<file path="src/rtl/lrd_pkg.sv">
`timescale 1ns / 1ps
// Shared types, constants and helpers of the line rasteriser.
package lrd_pkg;

  localparam int unsigned CoordBits = 12;
  localparam int unsigned DiffBits  = CoordBits + 1;
  localparam int unsigned ClipBits  = 11;
  localparam int unsigned CmpBits   = CoordBits + ClipBits;

  localparam logic [ClipBits-1:0] ClipReset = ClipBits'(600);

  // Command codes
  localparam logic CMD_LOAD = 1'b0;
  localparam logic CMD_STEP = 1'b1;

  // Configuration register indexes
  localparam logic CFG_CLIP_WIDTH  = 1'b0;
  localparam logic CFG_CLIP_HEIGHT = 1'b1;

  typedef struct packed {
    logic capture;  // latch endpoints, pick major axis
    logic order;    // order endpoints, set up accumulator
    logic step;     // emit one pixel and advance
  } cmd_t;

  typedef struct packed {
    logic fin;      // current pixel is the last of the line
  } stat_t;

  // Magnitude of b - a, always fits CoordBits unsigned bits.
  function automatic logic [CoordBits-1:0] abs_diff(logic signed [CoordBits-1:0] a,
                                                    logic signed [CoordBits-1:0] b);
    logic signed [DiffBits-1:0] d;
    logic signed [DiffBits-1:0] m;
    d = DiffBits'(b) - DiffBits'(a);
    m = d[DiffBits-1] ? -d : d;
    return m[CoordBits-1:0];
  endfunction

endpackage

</file>
<file path="src/rtl/lrd_ctrl.sv">
`timescale 1ns / 1ps
// Controller state machine of the line rasteriser.
module lrd_ctrl import lrd_pkg::*; (
  input  logic  clk_i,
  input  logic  rst_ni,
  input  logic  start,
  input  logic  command_i,
  input  stat_t stat_i,
  output cmd_t  cmd_o,
  output logic  busy
);

  localparam logic [1:0] StIdle  = 2'd0;
  localparam logic [1:0] StOrder = 2'd1;
  localparam logic [1:0] StRun   = 2'd2;

  logic [1:0] state_q, state_d;
  logic       take;

  assign busy = (state_q == StOrder);
  assign take = start && !busy;

  always_comb begin
    state_d       = state_q;
    cmd_o.capture = 1'b0;
    cmd_o.order   = 1'b0;
    cmd_o.step    = 1'b0;
    unique case (state_q)
      StIdle: begin
        if (take && command_i == CMD_LOAD) begin
          cmd_o.capture = 1'b1;
          state_d       = StOrder;
        end
      end
      StOrder: begin
        cmd_o.order = 1'b1;
        state_d     = StRun;
      end
      StRun: begin
        if (take && command_i == CMD_LOAD) begin
          cmd_o.capture = 1'b1;
          state_d       = StOrder;
        end else if (take) begin
          cmd_o.step = 1'b1;
          if (stat_i.fin) state_d = StIdle;
        end
      end
      default: state_d = StIdle;
    endcase
  end

  always_ff @(posedge clk_i or negedge rst_ni) begin
    if (!rst_ni) begin
      state_q <= StIdle;
    end else begin
      state_q <= state_d;
    end
  end

endmodule

</file>
<file path="src/rtl/lrd_datapath.sv">
`timescale 1ns / 1ps
// Datapath of the line rasteriser: endpoints, accumulator, clip and pixel output.
module lrd_datapath import lrd_pkg::*; (
  input  logic                        clk_i,
  input  logic                        rst_ni,
  input  cmd_t                        cmd_i,
  output stat_t                       stat_o,
  input  logic                        cfg_we_i,
  input  logic                        cfg_idx_i,
  input  logic [ClipBits-1:0]         cfg_wdata_i,
  input  logic signed [CoordBits-1:0] start_x_i,
  input  logic signed [CoordBits-1:0] start_y_i,
  input  logic signed [CoordBits-1:0] end_x_i,
  input  logic signed [CoordBits-1:0] end_y_i,
  output logic                        pixel_valid_o,
  output logic signed [CoordBits-1:0] pixel_x_o,
  output logic signed [CoordBits-1:0] pixel_y_o,
  output logic                        inside_res_o,
  output logic                        last_o
);

  logic [ClipBits-1:0] clip_w_q, clip_h_q;

  logic signed [CoordBits-1:0] sx_q, sy_q, ex_q, ey_q;
  logic                        x_major_q;

  logic signed [CoordBits-1:0] major_pos_q, major_end_q;
  logic signed [CoordBits-1:0] minor_cur_q;
  logic [CoordBits-1:0]        span_q, delta_q, acc_q;
  logic                        neg_q;

  logic                        valid_q;
  logic signed [CoordBits-1:0] px_q, py_q;
  logic                        ins_q, last_q;

  // Ordering
  logic signed [CoordBits-1:0] a0, a1, b0, b1;
  logic signed [DiffBits-1:0]  d_raw;
  logic                        swap;

  // Stepping
  logic signed [CoordBits-1:0] minor_val, px, py;
  logic [CoordBits:0]          acc_sum;
  logic                        acc_wrap, px_in, py_in;

  always_ff @(posedge clk_i or negedge rst_ni) begin
    if (!rst_ni) begin
      clip_w_q <= ClipReset;
      clip_h_q <= ClipReset;
    end else if (cfg_we_i) begin
      unique case (cfg_idx_i)
        CFG_CLIP_WIDTH:  clip_w_q <= cfg_wdata_i;
        CFG_CLIP_HEIGHT: clip_h_q <= cfg_wdata_i;
        default: ;
      endcase
    end
  end

  assign a0    = x_major_q ? sx_q : sy_q;
  assign a1    = x_major_q ? ex_q : ey_q;
  assign swap  = a0 > a1;
  assign b0    = x_major_q ? (swap ? ey_q : sy_q) : (swap ? ex_q : sx_q);
  assign b1    = x_major_q ? ey_q : ex_q;
  assign d_raw = DiffBits'(b1) - DiffBits'(x_major_q ? sy_q : sx_q);

  assign stat_o.fin = major_pos_q >= major_end_q;

  // Truncate toward zero when a fraction is pending
  always_comb begin
    minor_val = minor_cur_q;
    if (acc_q != '0) begin
      if (!neg_q && minor_cur_q < 0)      minor_val = minor_cur_q + CoordBits'(1);
      else if (neg_q && minor_cur_q > 0)  minor_val = minor_cur_q - CoordBits'(1);
    end
  end

  assign px    = x_major_q ? major_pos_q : minor_val;
  assign py    = x_major_q ? minor_val : major_pos_q;
  assign px_in = !px[CoordBits-1] && (px != '0) &&
                 (CmpBits'($unsigned(px)) < CmpBits'(clip_w_q));
  assign py_in = !py[CoordBits-1] && (py != '0) &&
                 (CmpBits'($unsigned(py)) < CmpBits'(clip_h_q));

  assign acc_sum  = {1'b0, acc_q} + {1'b0, delta_q};
  assign acc_wrap = acc_sum >= {1'b0, span_q};

  always_ff @(posedge clk_i) begin
    if (cmd_i.capture) begin
      sx_q      <= start_x_i;
      sy_q      <= start_y_i;
      ex_q      <= end_x_i;
      ey_q      <= end_y_i;
      x_major_q <= abs_diff(start_x_i, end_x_i) > abs_diff(start_y_i, end_y_i);
    end
    if (cmd_i.order) begin
      major_pos_q <= swap ? a1 : a0;
      major_end_q <= swap ? a0 : a1;
      span_q      <= swap ? abs_diff(a1, a0) : abs_diff(a0, a1);
      minor_cur_q <= b0;
      delta_q     <= abs_diff(x_major_q ? sy_q : sx_q, b1);
      neg_q       <= swap ? (d_raw > 0) : (d_raw < 0);
      acc_q       <= '0;
    end else if (cmd_i.step && !stat_o.fin) begin
      major_pos_q <= major_pos_q + CoordBits'(1);
      if (acc_wrap) begin
        acc_q       <= CoordBits'(acc_sum - {1'b0, span_q});
        minor_cur_q <= neg_q ? minor_cur_q - CoordBits'(1) : minor_cur_q + CoordBits'(1);
      end else begin
        acc_q <= acc_sum[CoordBits-1:0];
      end
    end
    if (cmd_i.step) begin
      px_q   <= px;
      py_q   <= py;
      ins_q  <= px_in && py_in;
      last_q <= stat_o.fin;
    end
  end

  always_ff @(posedge clk_i or negedge rst_ni) begin
    if (!rst_ni) begin
      valid_q <= 1'b0;
    end else begin
      valid_q <= cmd_i.step;
    end
  end

  assign pixel_valid_o = valid_q;
  assign pixel_x_o     = px_q;
  assign pixel_y_o     = py_q;
  assign inside_res_o  = ins_q;
  assign last_o        = last_q;

endmodule

</file>
<file path="src/rtl/line_rasterizer_dda.sv">
`timescale 1ns / 1ps
// Top level of the DDA line rasteriser: controller plus datapath.
//
//   channel   | handshake            | payload
//   ----------+----------------------+---------------------------------------------
//   command   | start / busy         | command_i, start_x_i, start_y_i, end_x_i, end_y_i
//   pixel     | pixel_valid_o strobe | pixel_x_o, pixel_y_o, inside_res_o, last_o
//   config    | cfg_we_i             | cfg_idx_i, cfg_wdata_i
//
// A step transaction's pixel appears on the outputs in the cycle after acceptance, for
// exactly one cycle, and the next step may be accepted straight away.
// During a load transaction busy is high for the cycle in which the
// endpoints are ordered and the accumulator set up.
// The per-pixel cost is one add and one conditional subtract in the remainder loop.
// Reset (rst_ni low) drops any line in progress and sets both clip registers to 600.
// The receiver cannot stall; a pixel not taken in its cycle is gone.
module line_rasterizer_dda import lrd_pkg::*; (
  input  logic                        clk_i,
  input  logic                        rst_ni,
  input  logic                        start,
  output logic                        busy,
  input  logic                        command_i,
  input  logic signed [CoordBits-1:0] start_x_i,
  input  logic signed [CoordBits-1:0] start_y_i,
  input  logic signed [CoordBits-1:0] end_x_i,
  input  logic signed [CoordBits-1:0] end_y_i,
  input  logic                        cfg_we_i,
  input  logic                        cfg_idx_i,
  input  logic [ClipBits-1:0]         cfg_wdata_i,
  output logic                        pixel_valid_o,
  output logic signed [CoordBits-1:0] pixel_x_o,
  output logic signed [CoordBits-1:0] pixel_y_o,
  output logic                        inside_res_o,
  output logic                        last_o
);

  cmd_t  cmd;
  stat_t stat;

  // Sequence loads and steps; hold the line-active state
  lrd_ctrl u_ctrl (
    .clk_i     (clk_i),
    .rst_ni    (rst_ni),
    .start     (start),
    .command_i (command_i),
    .stat_i    (stat),
    .cmd_o     (cmd),
    .busy      (busy)
  );

  // Advance the major coordinate and the remainder accumulator, register each pixel
  lrd_datapath u_datapath (
    .clk_i         (clk_i),
    .rst_ni        (rst_ni),
    .cmd_i         (cmd),
    .stat_o        (stat),
    .cfg_we_i      (cfg_we_i),
    .cfg_idx_i     (cfg_idx_i),
    .cfg_wdata_i   (cfg_wdata_i),
    .start_x_i     (start_x_i),
    .start_y_i     (start_y_i),
    .end_x_i       (end_x_i),
    .end_y_i       (end_y_i),
    .pixel_valid_o (pixel_valid_o),
    .pixel_x_o     (pixel_x_o),
    .pixel_y_o     (pixel_y_o),
    .inside_res_o  (inside_res_o),
    .last_o        (last_o)
  );

endmodule
</file>
<file path="config.mk">
export PLATFORM = sky130hd
export DESIGN_NAME = line_rasterizer_dda
export DESIGN_NICKNAME = d
export VERILOG_FILES = /design/src/rtl/lrd_pkg.sv /design/src/rtl/lrd_ctrl.sv /design/src/rtl/lrd_datapath.sv /design/src/rtl/line_rasterizer_dda.sv
export SDC_FILE = /design/constraint.sdc
export NUM_CORES = 1
export LEC_CHECK = 0
export BUFFER_PORTS_ARGS = -buffer_cell sky130_fd_sc_hd__buf_2
export CAP_MARGIN = 10
export CORE_MARGIN = 2
export CORE_UTILIZATION = 35
export DETAILED_ROUTE_END_ITERATION = 7
export HOLD_SLACK_MARGIN = 0.15
export PLACE_DENSITY_LB_ADDON = 0.05
export SKIP_LAST_GASP = 1
export SYNTH_ARGS = -nofsm -noshare
export SYNTH_HDL_FRONTEND = slang
export SYNTH_HIERARCHICAL = 1
export SYNTH_SLANG_ARGS = --single-unit
</file>
<file path="constraint.sdc">
create_clock -name clk_i -period 5.52 [get_ports clk_i]
set_clock_uncertainty 0.1 [all_clocks]
set_input_delay 1.104 -clock clk_i [delete_from_list [all_inputs] [get_ports clk_i]]
set_output_delay 1.104 -clock clk_i [all_outputs]
set_load 0.01 [all_outputs]
</file>
# == Yosys cells after proc, flatten, opt, wreduce, memory -nomap -nowiden ==
# Index checks and enable logic that the tools add are counted.
# classes
addsub,16
magnitude_cmp,10
eq_ne,5
mux,40
n_bitwise,2
reduce_logical,26
# ops
cell,n
12-bit two-way mux,27
12-bit by 12-bit subtractor with 13-bit output,5
12-bit negation,5
12-bit nonzero test,3
"12-bit by 2-bit adder with 12-bit output, second input constant",2
12-bit > comparator,2
12-bit by 11-bit < comparator with 1-bit output,2
12-bit by 12-bit adder with 13-bit output,1
13-bit by 12-bit >= comparator with 1-bit output,1
"13-bit by 1-bit > comparator with 1-bit output, second input constant",1
"13-bit by 1-bit < comparator with 1-bit output, second input constant",1
13-bit two-way mux,1
12-bit by 13-bit subtractor with 13-bit output,1
12-bit >= comparator,1
"12-bit by 1-bit > comparator with 1-bit output, second input constant",1
"12-bit by 1-bit < comparator with 1-bit output, second input constant",1
12-bit subtractor,1
"12-bit by 2-bit subtractor with 12-bit output, second input constant",1
1-bit logical AND,10
2-bit two-way mux,4
1-bit two-way mux,7
"3-bit by 1-bit != test with 1-bit output, second input constant",2
2-bit one-hot mux with 3 select lines,1
2-bit AND reduction,3
9 further kinds,15
# word_totals
reg_bits,173
in_bits,65
out_inout_bits,28
wordCells,119

# == Logic depth before layout (Yosys ltp) ==
# logic_depth
ltp_word,10
ltp_mapped,20
depth_no_buf,20

# == Hierarchy ==
# Netlist, hierarchy kept.
# modules_own_cells
mod,instances,cells_per_inst,area_each_um2,seq_area_each_um2
lrd_datapath,1,1560,14431.3,4909.7
lrd_ctrl,1,11,117.6,50.0

# == Worst setup path before layout ==
# Ideal clock, no wire load.
# synth_path
path_kind,input-to-reg
start,in start_x_i[2]
end,"reg u_datapath.x_major_q, data pin"
setup_ns,0.266
t_arrival_ns,4.446
t_required_ns,5.154
slack_ns,0.707
stages,18
path_buffers,0
path_cell_list,inv_1 -> ha_1 -> nor2b_1 -> o31a_1 -> o31ai_1 -> a21oi_1 -> a21boi_0 -> o31ai_1 -> o21ai_0 -> nand2_1 -> xnor2_1 -> ha_1 -> a21o_1 -> a21o_1 -> a21oi_1 -> nor2_1 -> a2111oi_0 -> nor2_1
# synth_via
elab_chain_cells,4
# synth_rtl
element,line_no,text
"start, declared",line_rasterizer_dda.sv:23,"input logic signed [CoordBits-1:0] start_x_i,"
12-bit by 12-bit subtractor with 13-bit output *,lrd_pkg.sv:35,d = DiffBits'(b) - DiffBits'(a);
12-bit negation,lrd_pkg.sv:36,m = d[DiffBits-1] ? -d : d;
12-bit two-way mux *,lrd_pkg.sv:36,
12-bit > comparator *,lrd_datapath.sv:93,"x_major_q <= abs_diff(start_x_i, end_x_i) > abs_diff(start_y_i, end_y_i);"
"end signal, assigned",lrd_datapath.sv:93,
"end, declared",lrd_datapath.sv:25,logic x_major_q;
# Mark *: on every way between the ends. The rest lies on a longest branch, timed or not.
# A chain may end at the register's enable or synchronous reset.

# == Worst setup path in the final report ==
# layout_path
start,reg u_datapath.delta_q[1]
end,reg u_datapath.acc_q[2]
# layout_via
elab_chain_cells,3
elab_cells_between_ends,4
cone_classes,add/sub (2); order compare (1); mux (1)
# layout_rtl
element,line_no,text
"start, declared",lrd_datapath.sv:29,"logic [CoordBits-1:0] span_q, delta_q, acc_q;"
"start signal, assigned",lrd_datapath.sv:100,"delta_q <= abs_diff(x_major_q ? sy_q : sx_q, b1);"
12-bit by 12-bit adder with 13-bit output *,lrd_datapath.sv:84,"assign acc_sum = {1'b0, acc_q} + {1'b0, delta_q};"
12-bit subtractor or 13-bit by 12-bit >= comparator with 1-bit output (tied branches),"lrd_datapath.sv:106, lrd_datapath.sv:85",
12-bit two-way mux *,lrd_datapath.sv:105,if (acc_wrap) begin
"end signal, assigned",lrd_datapath.sv:106,"acc_q <= CoordBits'(acc_sum - {1'b0, span_q});"
"end signal, assigned",lrd_datapath.sv:109,acc_q <= acc_sum[CoordBits-1:0];
"end, declared",lrd_datapath.sv:29,
# Marks and branches as above.

==> qor.tcl <==
set qor(die_h_um) 208
set qor(post_route_cells_drive_above_1_share_pct) 14.2
set qor(worst-r2r-cell-count) 18
set qor(r2r_setup_slack_ns) 0.52
set qor(maxClockFrequency_mhz) 200
set qor(timing.setup.tns_ns) 0
set qor(finalWorstPathRequiredPeriod_ns) 5.00
set qor(cts_resized) 0
set qor(io_buffers) 92
set qor(p_leak_uw) 0.00686
set qor(post-route-drc-count) 0
set qor(hpwlAfterDp_um) 34100
set qor(start_util_pct) 35.6
set qor(hold-worst-slack_ns) 0.413
set qor(die_width_um) 208
set qor(synth_simple_gate_area_share_pct) 14.8
set qor(globalRouteMet3Util_pct) 3.60
set qor(fin_nets) 1866
set qor(setup-violations-final) 0
set qor(first_pass_grt_wire_length_um) 65100
set qor(slew_violations) 0
set qor(route.detailed.vias_per_inst) 5.25
set qor(final_hold_vios) 0
set qor(worst-endpoint-required_ns) 5.79
set qor(synth_xor_area_share_pct) 7.65
set qor(ys.warnings.count) 6
set qor(finalWirelength_um) 41600
set qor(holdBufCountCts) 0
set qor(synthesis.area_sq_um) 14500
set qor(layout.filler_cells) 4224
set qor(crit_path_start) {u_datapath/delta_q[1]$_DFFE_PP_}
set qor(timing.setup.critical_path_class) {reg -> reg}
set qor(timing.critical_path.arrival_ns) 5.26
set qor(cts_max_level) 4
set qor(finalCoreUtilization_pct) 39.7
set qor(ys_async_sr_fraction_pct) 14.5
set qor(synth-adder-area-share_pct) 12.7
set qor(status) {finished, final reports clean}
set qor(clock_pin_slew_on_the_worst_setup_and_hold_paths_ns) 0.07
set qor(netlist_instances) 1571
set qor(power.ir.vdd_worst_v) 0.000201
set qor(p_per_area_nw_per_um2) 402
set qor(cap_violations) 0
set qor(min_path_type) {reg -> reg}
set qor(final_antenna_net_count) 0
set qor(die_area_sq_um) 43200
set qor(coreArea_sq_um) 40900
set qor(layout_setup_ws_ns) 0.525
set qor(relSlewSlack_pct) 32.1
set qor(cts_tree) {done}
set qor(via_count_of_the_first_global_routing_pass) 11579
set qor(antenna_found_initial) 4
set qor(final.period_utilization_pct) 90.5
set qor(routed-via-count) 11570
set qor(dr.pass1.iters) 4
set qor(slew_at_the_pin_closest_to_its_max_slew_limit_ns) 1.01
set qor(synth_sequential_area_ratio_pct) 34.1
set qor(ioPinCount) 93
set qor(critical_path.max_fanout) 11
set qor(numClockSinks) 173
set qor(post-place-ws_ns) 0.00467
set qor(synthToLayoutAreaGrowth_pct) 11.7
set qor(worstReg2RegEnd) {u_datapath/acc_q[2]$_SDFFE_PP0P_}
set qor(met2_usage_pct) 32.5
set qor(grt_start_max_net_pins) 50
set qor(buffer_cell_driving_the_clock_tree_root) {clkbuf_16}
set qor(postCtsSetupRepairBufs) 0
set qor(synth_top_family_by_area) {compound AO/OA/AOI/OAI gates}
set qor(worst_setup_path_endpoint) {u_datapath/acc_q[2]$_SDFFE_PP0P_}
set qor(syn_nets) 1779
set qor(crit_path_end_kind) {register}
set qor(grt_remaining_overflow) 0
set qor(rows) 74
set qor(synth_compound_area_share_pct) 16.8
set qor(setup_repair_after_global_routing_missed_its_margin) {no}
set qor(number_of_synthesized_register_bits) 173
set qor(critPathLaunchType) {register}
set qor(synthDistinctLibCells) 90
set qor(globalRouteMet1Util_pct) 25.8
set qor(initialDrtViolationCount) 579
set qor(cts_made_buffers) 17
set qor(gp_congestion) 0.862
set qor(synth_enable_flop_cells) 136
set qor(clock_tree.buffer_depth) 2
set qor(worstReg2RegStart) {u_datapath/delta_q[1]$_DFFE_PP_}
set qor(synthesis.area_per_instance_sq_um) 9.26
set qor(totalPowerFinal_uw) 6540
set qor(grt_use_total_pct) 19.7
set qor(dominantRegCellSynth) {edfxtp_1}
set qor(gr-max-usage-layer) {met2}
set qor(multiplexer_fraction_of_the_synthesized_cell_area_pct) 7.87
set qor(clock_latency_ns) 0.49
set qor(routed_wire_length_per_instance_um) 18.9
cells in the mapped netlist (all sizes together), types with 16 or more instances:
library cell,count,area [sq um]
xnor2,91,797
xor2,36,315
buf,22,155
nor2b,26,165
edfxtp,136,4080
nand3,39,200
dfrtp,17,425
nand4,16,100
and3,17,106
clkbuf,36,160
nand2,72,270
mux2,40,454
nor2,136,518
nor3,31,155
inv,154,578
a211oi,19,143
mux2i,69,691
nand2b,23,144
o21ai,80,404
a21oi,116,584
ha,136,1700
a21o,39,293
logic make-up (layout without fill, tap and decap cells):
logic type                 after synthesis  in the layout
xor gates and xnor gates               127            127
AOI/OAI and AO/OA                      377            377
DFF                                    173            173
adders and majority gates              143            143
other                                    0              2
muxes                                  109            109
and+or+nand+nor                        429            429
buffers and inverters                  213            313
cell usage in the layout (no fill, tap or decap), types with 23 or more instances in the layout:
master,count
a21o_1,39
a21oi_1,115
buf_2,92
buf_4,32
edfxtp_1,136
ha_1,136
inv_1,154
mux2_2,39
mux2i_1,69
nand2_1,72
nand2b_1,23
nand3_1,38
nor2_1,135
nor2b_1,24
nor3_1,31
o21ai_0,79
xnor2_1,91
xor2_1,36
report_power, final:
group	leakage, uW	internal, uW	total, uW	switching, uW
clock network	0.000294	643	1230	585
registers	0.00164	1650	1770	123
logic	0.00492	1430	3530	2100
total	0.00686	3720	6540	2810
worst max-delay path, stage by stage (launching register included):
cell	delay [ns]
edfxtp_1	0.44
ha_1	0.32
a21o_1	0.20
a21oi_1	0.27
o21ai_0	0.13
o211a_1	0.17
a211o_1	0.28
o41ai_1	0.45
xnor2_1	0.21
ha_1	0.30
nand4_1	0.10
o31ai_1	0.10
nor3_1	0.14
nand3_1	0.14
a21oi_1	0.67
buf_4	0.31
mux2_2	0.35
mux2i_1	0.13
nor2_1	0.05
cell type report:
type / instances / area (sq um) / share of cell area, %
sequential: 173 / 4960 / 30.5
inverter: 155 / 582 / 3.58
antenna: 2 / 5.00 / 0.0308
multi-input combinational: 1185 / 8710 / 53.6
tap: 532 / 666 / 4.10
clock buffer: 20 / 478 / 2.94
timing repair buffer: 126 / 741 / 4.56
clock inverter: 12 / 108 / 0.662
per-layer routing:
metal / up-vias / wire length [um]
met5: - / 18
met2: 193 / 19500
met3: 44 / 1420
met1: 5483 / 19800
met4: 4 / 879
li1: 5846 / -
per-stage QoR:
step / std cells / cell area (sq um)
floorplan: 1571 / 14500
global placement: 2171 / 15700
detailed placement: 2171 / 15700
CTS: 2203 / 16200
global route: 2204 / 16300
finish: 2205 / 16300
how the worst min path moves through the flow:
stage,start,to,cells after the start
after floorplan,u_datapath/acc_q[11]$_SDFFE_PP0P_,u_datapath/acc_q[11]$_SDFFE_PP0P_,2
after global placement,u_datapath/clip_h_q[0]$_DFFE_PN0P_,u_datapath/clip_h_q[0]$_DFFE_PN0P_,1
after detailed placement,u_datapath/clip_h_q[1]$_DFFE_PN0P_,u_datapath/clip_h_q[1]$_DFFE_PN0P_,1
after CTS,u_datapath/clip_h_q[1]$_DFFE_PN0P_,u_datapath/clip_h_q[1]$_DFFE_PN0P_,1
after global routing,u_datapath/clip_h_q[0]$_DFFE_PN0P_,u_datapath/clip_h_q[0]$_DFFE_PN0P_,1
final,u_datapath/clip_h_q[2]$_DFFE_PN0P_,u_datapath/clip_h_q[2]$_DFFE_PN0P_,1
flip-flops by register name, indices dropped and copies added (netlist names):
name	count
u_datapath/major_end_q	12
u_datapath/span_q	12
u_datapath/last_o	1
u_datapath/pixel_x_o	12
u_datapath/clip_w_q	11
u_datapath/pixel_valid_o	1
u_datapath/x_major_q	1
u_datapath/ey_q	12
u_datapath/delta_q	12
u_datapath/neg_q	1
u_datapath/clip_h_q	11
u_datapath/pixel_y_o	12
u_datapath/major_pos_q	12
u_datapath/inside_res_o	1
u_datapath/ex_q	12
u_datapath/sx_q	12
u_datapath/minor_cur_q	12
u_datapath/acc_q	12
u_datapath/sy_q	12
u_ctrl/state_q	2
(Power assumes the default switching activity.)
